--- src/design/cvn_pkg.sv ---
`timescale 1ns / 1ps

package cvn_pkg;

	localparam int MAX_LENGTH_DEF  = 65536;
	localparam int QUEUE_DEPTH_DEF = 4;
	localparam int POS_W           = 17;
	localparam int CHAR_W          = 8;

	typedef enum logic [1:0] {
		MODE_CODON    = 2'd0,
		MODE_BASE     = 2'd1,
		MODE_AA       = 2'd2,
		MODE_BASE_ALT = 2'd3
	} mode_t;

	typedef enum logic [1:0] {
		KIND_MUT = 2'd0,
		KIND_WT  = 2'd1,
		KIND_END = 2'd2
	} kind_t;

	localparam logic [2:0] BASE_BAD = 3'd4;

	localparam logic [8*64-1:0] CODE_TABLE =
		"KQE*TPASRRG*ILVLNHDYTPASSRGCILVFKQE*TPASRRGWMLVLNHDYTPASSRGCILVF";

	// work handed from front to back: optional mutation, optional marker, optional end
	typedef struct packed {
		logic                has_mut;
		logic                has_marker;
		logic                has_end;
		logic [POS_W-1:0]    pos;
		logic [CHAR_W-1:0]   c0;
		logic [CHAR_W-1:0]   c1;
		logic [CHAR_W-1:0]   c2;
		logic [1:0]          cnt;
	} entry_t;

	typedef struct packed {
		kind_t               kind;
		logic [POS_W-1:0]    pos;
		logic [CHAR_W-1:0]   c0;
		logic [CHAR_W-1:0]   c1;
		logic [CHAR_W-1:0]   c2;
		logic [1:0]          cnt;
		logic                eon;
	} rec_t;

	function automatic logic [2:0] base_code(input logic [7:0] c);
		case (c)
			"A", "a":           return 3'd0;
			"C", "c":           return 3'd1;
			"G", "g":           return 3'd2;
			"T", "t", "U", "u": return 3'd3;
			default:            return BASE_BAD;
		endcase
	endfunction

	function automatic logic [7:0] translate(input logic [7:0] c0, input logic [7:0] c1,
			input logic [7:0] c2);
		logic [2:0] a;
		logic [2:0] b;
		logic [2:0] c;
		logic [5:0] i;
		a = base_code(c0);
		b = base_code(c1);
		c = base_code(c2);
		i = {c[1:0], b[1:0], a[1:0]};
		if (a[2] || b[2] || c[2]) begin
			return "X";
		end
		return CODE_TABLE[{~i, 3'b000} +: 8];
	endfunction

endpackage

--- src/design/codon_variant_namer.sv ---
`timescale 1ns / 1ps
// channel   | handshake                         | beat
// ----------+-----------------------------------+---------------------------------------------
// input     | in_valid / in_ready               | variant_base, reference_base, last_base
// output    | out_valid / out_ready             | record_kind, position, char_first..third,
//           |                                   | char_count, end_of_name
// config    | psel/penable/pwrite, pready = 1   | paddr, pwdata, prdata (name_mode at 0x0)
//
// One input beat per cycle while in_ready is high; each yields zero to two output beats.
// Output drains one record a cycle while out_ready is high; two-record beats set the rate.
// A 4-entry queue decouples classification from record emission; in_ready drops when full.
// Reset clears position, phase and flags; name_mode resets to codon records.

module codon_variant_namer #(
	parameter int MAX_LENGTH  = cvn_pkg::MAX_LENGTH_DEF,
	parameter int QUEUE_DEPTH = cvn_pkg::QUEUE_DEPTH_DEF
) (
	input  logic        clk,
	input  logic        arst_n,
	input  logic        psel,
	input  logic        penable,
	input  logic        pwrite,
	input  logic [2:0]  paddr,
	input  logic [31:0] pwdata,
	output logic [31:0] prdata,
	output logic        pready,
	input  logic        in_valid,
	output logic        in_ready,
	input  logic [7:0]  variant_base,
	input  logic [7:0]  reference_base,
	input  logic        last_base,
	output logic        out_valid,
	input  logic        out_ready,
	output logic [1:0]  record_kind,
	output logic [16:0] position,
	output logic [7:0]  char_first,
	output logic [7:0]  char_second,
	output logic [7:0]  char_third,
	output logic [1:0]  char_count,
	output logic        end_of_name
);

	cvn_pkg::mode_t  name_mode_q;
	logic            push_valid, push_ready;
	logic            pop_valid, pop_ready;
	cvn_pkg::entry_t push_entry, pop_entry;
	cvn_pkg::rec_t   out_rec;

	assign pready = 1'b1;
	assign prdata = {30'd0, name_mode_q};

	always_ff @(posedge clk or negedge arst_n) begin
		if (!arst_n) begin
			name_mode_q <= cvn_pkg::MODE_CODON;
		end else if (psel && penable && pwrite && pready && !paddr[2]) begin
			name_mode_q <= cvn_pkg::mode_t'(pwdata[1:0]);
		end
	end

	cvn_front #(
		.MAX_LENGTH(MAX_LENGTH)
	) u_front (
		.clk           (clk),
		.arst_n        (arst_n),
		.name_mode     (name_mode_q),
		.in_valid      (in_valid),
		.in_ready      (in_ready),
		.variant_base  (variant_base),
		.reference_base(reference_base),
		.last_base     (last_base),
		.push_valid    (push_valid),
		.push_ready    (push_ready),
		.push_entry    (push_entry)
	);

	cvn_queue #(
		.DEPTH(QUEUE_DEPTH)
	) u_queue (
		.clk       (clk),
		.arst_n    (arst_n),
		.push_valid(push_valid),
		.push_ready(push_ready),
		.push_entry(push_entry),
		.pop_valid (pop_valid),
		.pop_ready (pop_ready),
		.pop_entry (pop_entry)
	);

	cvn_back u_back (
		.clk      (clk),
		.arst_n   (arst_n),
		.pop_valid(pop_valid),
		.pop_ready(pop_ready),
		.pop_entry(pop_entry),
		.out_valid(out_valid),
		.out_ready(out_ready),
		.out_rec  (out_rec)
	);

	assign record_kind = out_rec.kind;
	assign position    = out_rec.pos;
	assign char_first  = out_rec.c0;
	assign char_second = out_rec.c1;
	assign char_third  = out_rec.c2;
	assign char_count  = out_rec.cnt;
	assign end_of_name = out_rec.eon;

endmodule

--- src/design/cvn_front.sv ---
`timescale 1ns / 1ps

module cvn_front #(
	parameter int MAX_LENGTH = cvn_pkg::MAX_LENGTH_DEF
) (
	input  logic                clk,
	input  logic                arst_n,
	input  cvn_pkg::mode_t      name_mode,
	input  logic                in_valid,
	output logic                in_ready,
	input  logic [7:0]          variant_base,
	input  logic [7:0]          reference_base,
	input  logic                last_base,
	output logic                push_valid,
	input  logic                push_ready,
	output cvn_pkg::entry_t     push_entry
);

	localparam int CW = $clog2(MAX_LENGTH);
	localparam int EW = (CW + 1 > cvn_pkg::POS_W) ? CW + 1 : cvn_pkg::POS_W;
	localparam logic [CW-1:0] CNT_MAX = CW'(MAX_LENGTH - 1);

	logic [1:0]    phase_q;
	logic [CW-1:0] cnt_q;
	logic [CW-1:0] cidx_q;
	logic [1:0]    crem_q;
	logic          mism_q;
	logic          emit_q;
	logic [7:0]    vbuf_q [3];
	logic [7:0]    rbuf_q [3];

	logic          accept;
	logic          base_mode;
	logic          mis;
	logic          mis_now;
	logic          codon_done;
	logic [7:0]    vc0, vc1, vc2, rc0, rc1, rc2;
	logic [7:0]    va, wa;
	logic [CW:0]   bpos, cpos;
	logic [EW-1:0] bpos_w, cpos_w;
	logic          emitted;
	cvn_pkg::entry_t ent;

	assign accept    = in_valid && in_ready;
	assign in_ready  = push_ready;
	assign base_mode = (name_mode == cvn_pkg::MODE_BASE) || (name_mode == cvn_pkg::MODE_BASE_ALT);
	assign mis       = variant_base != reference_base;
	assign mis_now   = mism_q || mis;
	assign codon_done = (phase_q == 2'd2);

	assign vc0 = (phase_q == 2'd0) ? variant_base : vbuf_q[0];
	assign vc1 = (phase_q == 2'd1) ? variant_base : vbuf_q[1];
	assign vc2 = (phase_q == 2'd2) ? variant_base : vbuf_q[2];
	assign rc0 = (phase_q == 2'd0) ? reference_base : rbuf_q[0];
	assign rc1 = (phase_q == 2'd1) ? reference_base : rbuf_q[1];
	assign rc2 = (phase_q == 2'd2) ? reference_base : rbuf_q[2];
	assign va  = cvn_pkg::translate(vc0, vc1, vc2);
	assign wa  = cvn_pkg::translate(rc0, rc1, rc2);

	assign bpos   = (CW + 1)'(cnt_q) + (CW + 1)'(1);
	assign cpos   = (CW + 1)'(cidx_q) + (CW + 1)'(1);
	assign bpos_w = EW'(bpos);
	assign cpos_w = EW'(cpos);

	always_comb begin
		ent            = '0;
		ent.has_end    = last_base;
		if (base_mode) begin
			ent.has_mut = mis;
			ent.pos     = bpos_w[cvn_pkg::POS_W-1:0];
			ent.c0      = variant_base;
			ent.cnt     = 2'd1;
		end else if ((codon_done || last_base) && mis_now) begin
			ent.pos = cpos_w[cvn_pkg::POS_W-1:0];
			if (name_mode == cvn_pkg::MODE_CODON) begin
				ent.has_mut = 1'b1;
				ent.c0      = vc0;
				ent.c1      = (phase_q != 2'd0) ? vc1 : 8'd0;
				ent.c2      = codon_done ? vc2 : 8'd0;
				ent.cnt     = phase_q + 2'd1;
			end else begin
				ent.has_mut = codon_done && (va != wa);
				ent.c0      = va;
				ent.cnt     = 2'd1;
			end
		end
		emitted        = emit_q || ent.has_mut;
		ent.has_marker = last_base && !emitted;
	end

	assign push_entry = ent;
	assign push_valid = in_valid && (ent.has_mut || last_base);

	always_ff @(posedge clk or negedge arst_n) begin
		if (!arst_n) begin
			phase_q <= 2'd0;
			cnt_q   <= '0;
			cidx_q  <= '0;
			crem_q  <= 2'd0;
			mism_q  <= 1'b0;
			emit_q  <= 1'b0;
		end else if (accept) begin
			if (last_base) begin
				phase_q <= 2'd0;
				cnt_q   <= '0;
				cidx_q  <= '0;
				crem_q  <= 2'd0;
				mism_q  <= 1'b0;
				emit_q  <= 1'b0;
			end else begin
				phase_q <= codon_done ? 2'd0 : phase_q + 2'd1;
				mism_q  <= codon_done ? 1'b0 : mis_now;
				emit_q  <= emitted;
				if (cnt_q < CNT_MAX) begin
					cnt_q <= cnt_q + CW'(1);
					if (crem_q == 2'd2) begin
						crem_q <= 2'd0;
						cidx_q <= cidx_q + CW'(1);
					end else begin
						crem_q <= crem_q + 2'd1;
					end
				end
			end
		end
	end

	always_ff @(posedge clk) begin
		if (accept) begin
			vbuf_q[phase_q] <= variant_base;
			rbuf_q[phase_q] <= reference_base;
		end
	end

endmodule

--- src/design/cvn_queue.sv ---
`timescale 1ns / 1ps

module cvn_queue #(
	parameter int DEPTH = cvn_pkg::QUEUE_DEPTH_DEF
) (
	input  logic            clk,
	input  logic            arst_n,
	input  logic            push_valid,
	output logic            push_ready,
	input  cvn_pkg::entry_t push_entry,
	output logic            pop_valid,
	input  logic            pop_ready,
	output cvn_pkg::entry_t pop_entry
);

	localparam int AW = (DEPTH > 1) ? $clog2(DEPTH) : 1;
	localparam logic [AW-1:0] LAST_SLOT = AW'(DEPTH - 1);

	cvn_pkg::entry_t mem_q [DEPTH];
	logic [AW-1:0]   wptr_q;
	logic [AW-1:0]   rptr_q;
	logic [AW:0]     count_q;
	logic            do_push;
	logic            do_pop;

	assign push_ready = count_q != (AW + 1)'(DEPTH);
	assign pop_valid  = count_q != '0;
	assign pop_entry  = mem_q[rptr_q];
	assign do_push    = push_valid && push_ready;
	assign do_pop     = pop_valid && pop_ready;

	always_ff @(posedge clk or negedge arst_n) begin
		if (!arst_n) begin
			wptr_q  <= '0;
			rptr_q  <= '0;
			count_q <= '0;
		end else begin
			if (do_push) begin
				wptr_q <= (wptr_q == LAST_SLOT) ? '0 : wptr_q + AW'(1);
			end
			if (do_pop) begin
				rptr_q <= (rptr_q == LAST_SLOT) ? '0 : rptr_q + AW'(1);
			end
			if (do_push && !do_pop) begin
				count_q <= count_q + (AW + 1)'(1);
			end else if (do_pop && !do_push) begin
				count_q <= count_q - (AW + 1)'(1);
			end
		end
	end

	always_ff @(posedge clk) begin
		if (do_push) begin
			mem_q[wptr_q] <= push_entry;
		end
	end

endmodule

--- src/design/cvn_back.sv ---
`timescale 1ns / 1ps

module cvn_back (
	input  logic            clk,
	input  logic            arst_n,
	input  logic            pop_valid,
	output logic            pop_ready,
	input  cvn_pkg::entry_t pop_entry,
	output logic            out_valid,
	input  logic            out_ready,
	output cvn_pkg::rec_t   out_rec
);

	logic            step_q;
	logic            valid_q;
	cvn_pkg::rec_t   rec_q;
	cvn_pkg::rec_t   rec;
	logic            load;
	logic            last_rec;

	// second beat of an entry is always the end record
	assign last_rec = step_q || !(pop_entry.has_end && (pop_entry.has_mut || pop_entry.has_marker));
	assign load     = pop_valid && (!valid_q || out_ready);
	assign pop_ready = load && last_rec;

	always_comb begin
		rec = '0;
		if (!step_q && pop_entry.has_mut) begin
			rec.kind = cvn_pkg::KIND_MUT;
			rec.pos  = pop_entry.pos;
			rec.c0   = pop_entry.c0;
			rec.c1   = pop_entry.c1;
			rec.c2   = pop_entry.c2;
			rec.cnt  = pop_entry.cnt;
		end else if (!step_q && pop_entry.has_marker) begin
			rec.kind = cvn_pkg::KIND_WT;
		end else begin
			rec.kind = cvn_pkg::KIND_END;
			rec.eon  = 1'b1;
		end
	end

	always_ff @(posedge clk or negedge arst_n) begin
		if (!arst_n) begin
			step_q  <= 1'b0;
			valid_q <= 1'b0;
		end else begin
			if (load) begin
				step_q  <= !last_rec;
				valid_q <= 1'b1;
			end else if (out_ready) begin
				valid_q <= 1'b0;
			end
		end
	end

	always_ff @(posedge clk) begin
		if (load) begin
			rec_q <= rec;
		end
	end

	assign out_valid = valid_q;
	assign out_rec   = rec_q;

endmodule

--- config.mk ---
export PLATFORM = sky130hd
export DESIGN_NAME = codon_variant_namer
export DESIGN_NICKNAME = d
export VERILOG_FILES = /design/src/design/cvn_pkg.sv /design/src/design/codon_variant_namer.sv /design/src/design/cvn_front.sv /design/src/design/cvn_queue.sv /design/src/design/cvn_back.sv
export SDC_FILE = /design/constraint.sdc
export NUM_CORES = 1
export LEC_CHECK = 0
export ABC_CLOCK_PERIOD_IN_PS = 7000
export BUFFER_PORTS_ARGS = -buffer_cell sky130_fd_sc_hd__buf_2
export CAP_MARGIN = 20
export CORE_MARGIN = 1
export CORE_UTILIZATION = 60
export CTS_BUF_LIST = sky130_fd_sc_hd__clkbuf_4 sky130_fd_sc_hd__clkbuf_8 sky130_fd_sc_hd__clkbuf_16
export DETAILED_ROUTE_END_ITERATION = 6
export PLACE_DENSITY_LB_ADDON = 0.25
export SLEW_MARGIN = 20
export SYNTH_ARGS = -nofsm -noshare
export SYNTH_HDL_FRONTEND = slang
export SYNTH_HIERARCHICAL = 1
export SYNTH_SLANG_ARGS = --single-unit
--- constraint.sdc ---
create_clock -name clk -period 7 [get_ports clk]
set_input_delay 2.1 -clock clk [delete_from_list [all_inputs] [get_ports clk]]
set_output_delay 2.1 -clock clk [all_outputs]
set_load 0.02 [all_outputs]
==> summary.txt <==
================================================================================
Worst-case clock buffer depth                                                  3
Final count of hold timing violations                                          0
Total negative setup slack                                                  0 ns
Stages on the worst setup path                                                21
Number of nets at the end of the flow                                       1273
# clock sinks                                                                322
Initial detailed-routing violation count                                     934
Routability-driven placement congestion ratio                              0.881
Number of nets with antenna violations after routing                           0
Library cells used by synthesis                                               90
Hold/Removal Path Class                                             flop to flop
Standby leakage power                                                    6.29 nW
Root Buffer Master                                                  sky130_fd_sc_hd__clkbuf_16
Post-detailed-placement half-perimeter wirelength                       19800 um
Level count of the clock H-tree                                                2
Total standard cell area after synthesis                              15500 um^2
Share of the synthesized area in the top cell type                         53.0%
CP endpoint kind                                                            flop
Total of cells resized after clock tree synthesis                              0
Worst-path cell chain                                               buf_2, or3b_1, o21ai_0, a32o_1, inv_1, ha_1, nand3_1, mux2i_1, a211oi_1, and4bb_2, xor2_1, nand3_1, o211ai_2, a31oi_1, a21boi_1, ha_1, inv_1, fa_1, xor2_1, nor2_1, xor2_1
Outcome                                                             complete, no violations
Worst slew pin tran                                                      1.04 ns
Number of maximum-capacitance violations                                       0
Dominant cell type by count on the critical path                    sky130_fd_sc_hd__xor2_1
Post-detailed-route wirelength per cell                                  21.1 um
Final count of negative-setup-slack endpoints                                  0
Instance count of the mapped netlist                                        1116
Worst Hold Depth                                                               1
Main synth FF type                                                  sky130_fd_sc_hd__edfxtp_1
First-pass iteration count of the detailed router                              7
Area of placed instances                                              16000 um^2
Critical path buffer and inverter count                                        3
Row count                                                                     58
Core outline area                                                     25300 um^2
Main area contributors after synthesis                              sky130_fd_sc_hd__edfxtp_1, sky130_fd_sc_hd__dfrtp_1, sky130_fd_sc_hd__mux4_2
Initial core utilization                                                   61.3%
Die Footprint                                                         26400 um^2
Hold Buf Count CTS                                                             0
Wire length of the first global-routing pass                            50700 um
Post-synth ARST share                                                      15.2%
Average instance area after synthesis                                  13.9 um^2
Die boundary height                                                       163 um
Final period util                                                          87.3%
Count of flip-flops with a built-in enable after synthesis                   273
CTS tree                                                                    done
Count of state elements after synthesis                                      322
Yosys Warn Count                                                               6
Clock Skews                                                            0.0190 ns
Routed WL                                                               32500 um
Relative max-transition margin                                             30.5%
Layout cells sized above 1                                                 19.5%
Final Util                                                                 67.6%
Pin count of the biggest net entering global routing                          50
Via density per instance                                                    6.20
Worst setup SP type                                                   input port
Top-Level Pins                                                               140
Max Clk Rate                                                             164 MHz
Highest-count cells in the layout ignoring fill and taps            sky130_fd_sc_hd__edfxtp_1, sky130_fd_sc_hd__buf_2, sky130_fd_sc_hd__o21ai_0, sky130_fd_sc_hd__nand2_1, sky130_fd_sc_hd__nor2_1
Required time of the worst setup path                                    7.43 ns
Post-CTS setup-driven buffer insertion count                                   0
Largest stage delay on the critical path                                 0.43 ns
Type of the worst setup path                                        input port to flop
Clock buffers created by TritonCTS                                            34
Post-route cell area                                                  17100 um^2
Top cell type by total area after synthesis                         sky130_fd_sc_hd__edfxtp_1
RSZ-0062 raised after global routing                                       false
Maximum ir drop on the vdd rail                                         0.273 mV
Global routing usage summed across all routing layers                      25.1%
Family with the most delay on the worst path                        compound AO/OA/AOI/OAI gates
Worst reg2reg path depth                                                      22
Cell Pwr Density                                                     377 nW/um^2
Clock slew at reported path FFs                                          0.05 ns
Data arrival time of the critical path                                   6.55 ns
Part of the Yosys area used for sequential elements                        60.9%
Commonest non-fill, non-tap cell in the layout                      sky130_fd_sc_hd__edfxtp_1
Number of buffers inserted by port buffering                                  76
Largest fanout on the critical path                                           11
Slowest stage cell on the critical path                             sky130_fd_sc_hd__fa_1
Chip width                                                                163 um
Via count of the first global-routing pass                                  9066
DRC viols                                                                      0
Synthesis-to-finish area growth                                            10.3%
Final slew viol count                                                          0
Fin crit period                                                          6.11 ns
Congestion Overflow GR                                                         0
Via Count                                                                   9545
Number of antenna violations at the first check in global routing              1
Clock insertion delay at the later pin of the skew report                0.52 ns
================================================================================
## worst paths after layout
| kind | start | endpoint | slack, ns |
|---|---|---|---|
| setup / recovery | variant_base[7] | u_queue/count_q[2] | 0.89 |
| hold / removal | u_queue/count_q[2] | u_queue/count_q[2] | 0.52 |
| setup reg to reg | u_front/phase_q[0] | u_queue/count_q[2] | 1.10 |
| hold reg to reg | u_queue/count_q[2] | u_queue/count_q[2] | 0.52 |
| max in group asynchronous | arst_n | u_queue/rptr_q[1] | 4.81 |
| min in group asynchronous | arst_n | u_front/cidx_q[2] | 1.72 |
## routing by layer
metal | global-route usage, % | vias up | wire length, um
met4 | 8.16 | 0 | 775
met2 | 40.4 | 367 | 15600
li1 | - | 4338 | -
met5 | 0 | - | 0
met1 | 36.0 | 4786 | 14200
met3 | 3.26 | 54 | 1900
## final cells by class
class | instances | area, um^2
timing repair buffer | 96 | 568
fill | 1734 | 8190
clock buffer | 43 | 936
sequential | 322 | 9430
inverter | 23 | 88.8
antenna | 1 | 2.50
tap | 330 | 413
multi-input combinational | 710 | 5510
clock inverter | 14 | 115
## cell usage after synthesis (10+ instances only)
cell                       number
sky130_fd_sc_hd__a211oi_1      10
sky130_fd_sc_hd__a21oi_1       13
sky130_fd_sc_hd__a31oi_1       10
sky130_fd_sc_hd__and2_1        56
sky130_fd_sc_hd__and3_1        30
sky130_fd_sc_hd__buf_2         15
sky130_fd_sc_hd__buf_4         37
sky130_fd_sc_hd__buf_6         10
sky130_fd_sc_hd__clkbuf_1      26
sky130_fd_sc_hd__dfrtp_1       49
sky130_fd_sc_hd__edfxtp_1     273
sky130_fd_sc_hd__ha_1          26
sky130_fd_sc_hd__inv_1         21
sky130_fd_sc_hd__mux2_2        13
sky130_fd_sc_hd__mux2i_1       24
sky130_fd_sc_hd__mux4_2        46
sky130_fd_sc_hd__nand2_1       59
sky130_fd_sc_hd__nand2b_1      15
sky130_fd_sc_hd__nand3_1       23
sky130_fd_sc_hd__nor2_1        58
sky130_fd_sc_hd__nor3_1        15
sky130_fd_sc_hd__o21ai_0       67
sky130_fd_sc_hd__o31ai_1       20
sky130_fd_sc_hd__xnor2_1       20
sky130_fd_sc_hd__xor2_1        25
## cells by family (layout without fill, tap and decap cells)
| logic type | count (synthesis) | in the layout | synth area share (%) |
|---|---|---|---|
| other | 2 | 32 | 0.0485 |
| muxes | 85 | 85 | 9.39 |
| adders and majority gates | 27 | 27 | 2.23 |
| buffers and inverters | 113 | 176 | 4.26 |
| and+or+nand+nor | 328 | 328 | 12.0 |
| xor gates and xnor gates | 45 | 45 | 2.55 |
| DFF | 322 | 322 | 60.9 |
| AOI/OAI and AO/OA | 194 | 194 | 8.60 |
## power by group
part	internal, mW	leakage [nW]	switching, mW
Sequential	2.63	3.21	0.176
Combinational	0.757	2.56	1.18
Clock	0.985	0.517	0.705
Total	4.37	6.29	2.06
## metrics by stage
step / hold slack, ns / std cells / setup slack (ns) / total power, mW
6_report: 0.518 / 1539 / 0.886 / 6.43
5_1_grt: 0.539 / 1538 / 0.617 / 6.72
4_1_cts: 0.520 / 1538 / 0.966 / 6.48
3_5_place_dp: 0.510 / 1481 / 0.444 / 4.73
3_3_place_gp: 0.497 / 1481 / 0.560 / 4.67
2_1_floorplan: 0.475 / 1145 / 0.451 / 4.27
## worst reg2reg max path, cell delays in order (launching register included)
cell and delay [ns]:
sky130_fd_sc_hd__dfrtp_1 0.40, sky130_fd_sc_hd__inv_1 0.15, sky130_fd_sc_hd__ha_1 0.87, sky130_fd_sc_hd__inv_1 0.43
sky130_fd_sc_hd__o21ai_0 0.46, sky130_fd_sc_hd__a32o_1 0.35, sky130_fd_sc_hd__inv_1 0.12, sky130_fd_sc_hd__ha_1 0.28
sky130_fd_sc_hd__nand3_1 0.10, sky130_fd_sc_hd__mux2i_1 0.07, sky130_fd_sc_hd__a211oi_1 0.29, sky130_fd_sc_hd__and4bb_2 0.32
sky130_fd_sc_hd__xor2_1 0.17, sky130_fd_sc_hd__nand3_1 0.11, sky130_fd_sc_hd__o211ai_2 0.12, sky130_fd_sc_hd__a31oi_1 0.20
sky130_fd_sc_hd__a21boi_1 0.25, sky130_fd_sc_hd__ha_1 0.23, sky130_fd_sc_hd__inv_1 0.07, sky130_fd_sc_hd__fa_1 0.43
sky130_fd_sc_hd__xor2_1 0.17, sky130_fd_sc_hd__nor2_1 0.11, sky130_fd_sc_hd__xor2_1 0.15
## flip-flops by register name (all words and copies together) (netlist names), 3 cells and up
name	cells
u_queue/mem_q	184
u_back/out_rec	45
u_front/vbuf_q	23
u_front/rbuf_q	21
u_front/cidx_q	16
u_front/cnt_q	16
u_queue/count_q	3
(Power assumes the default switching activity.)
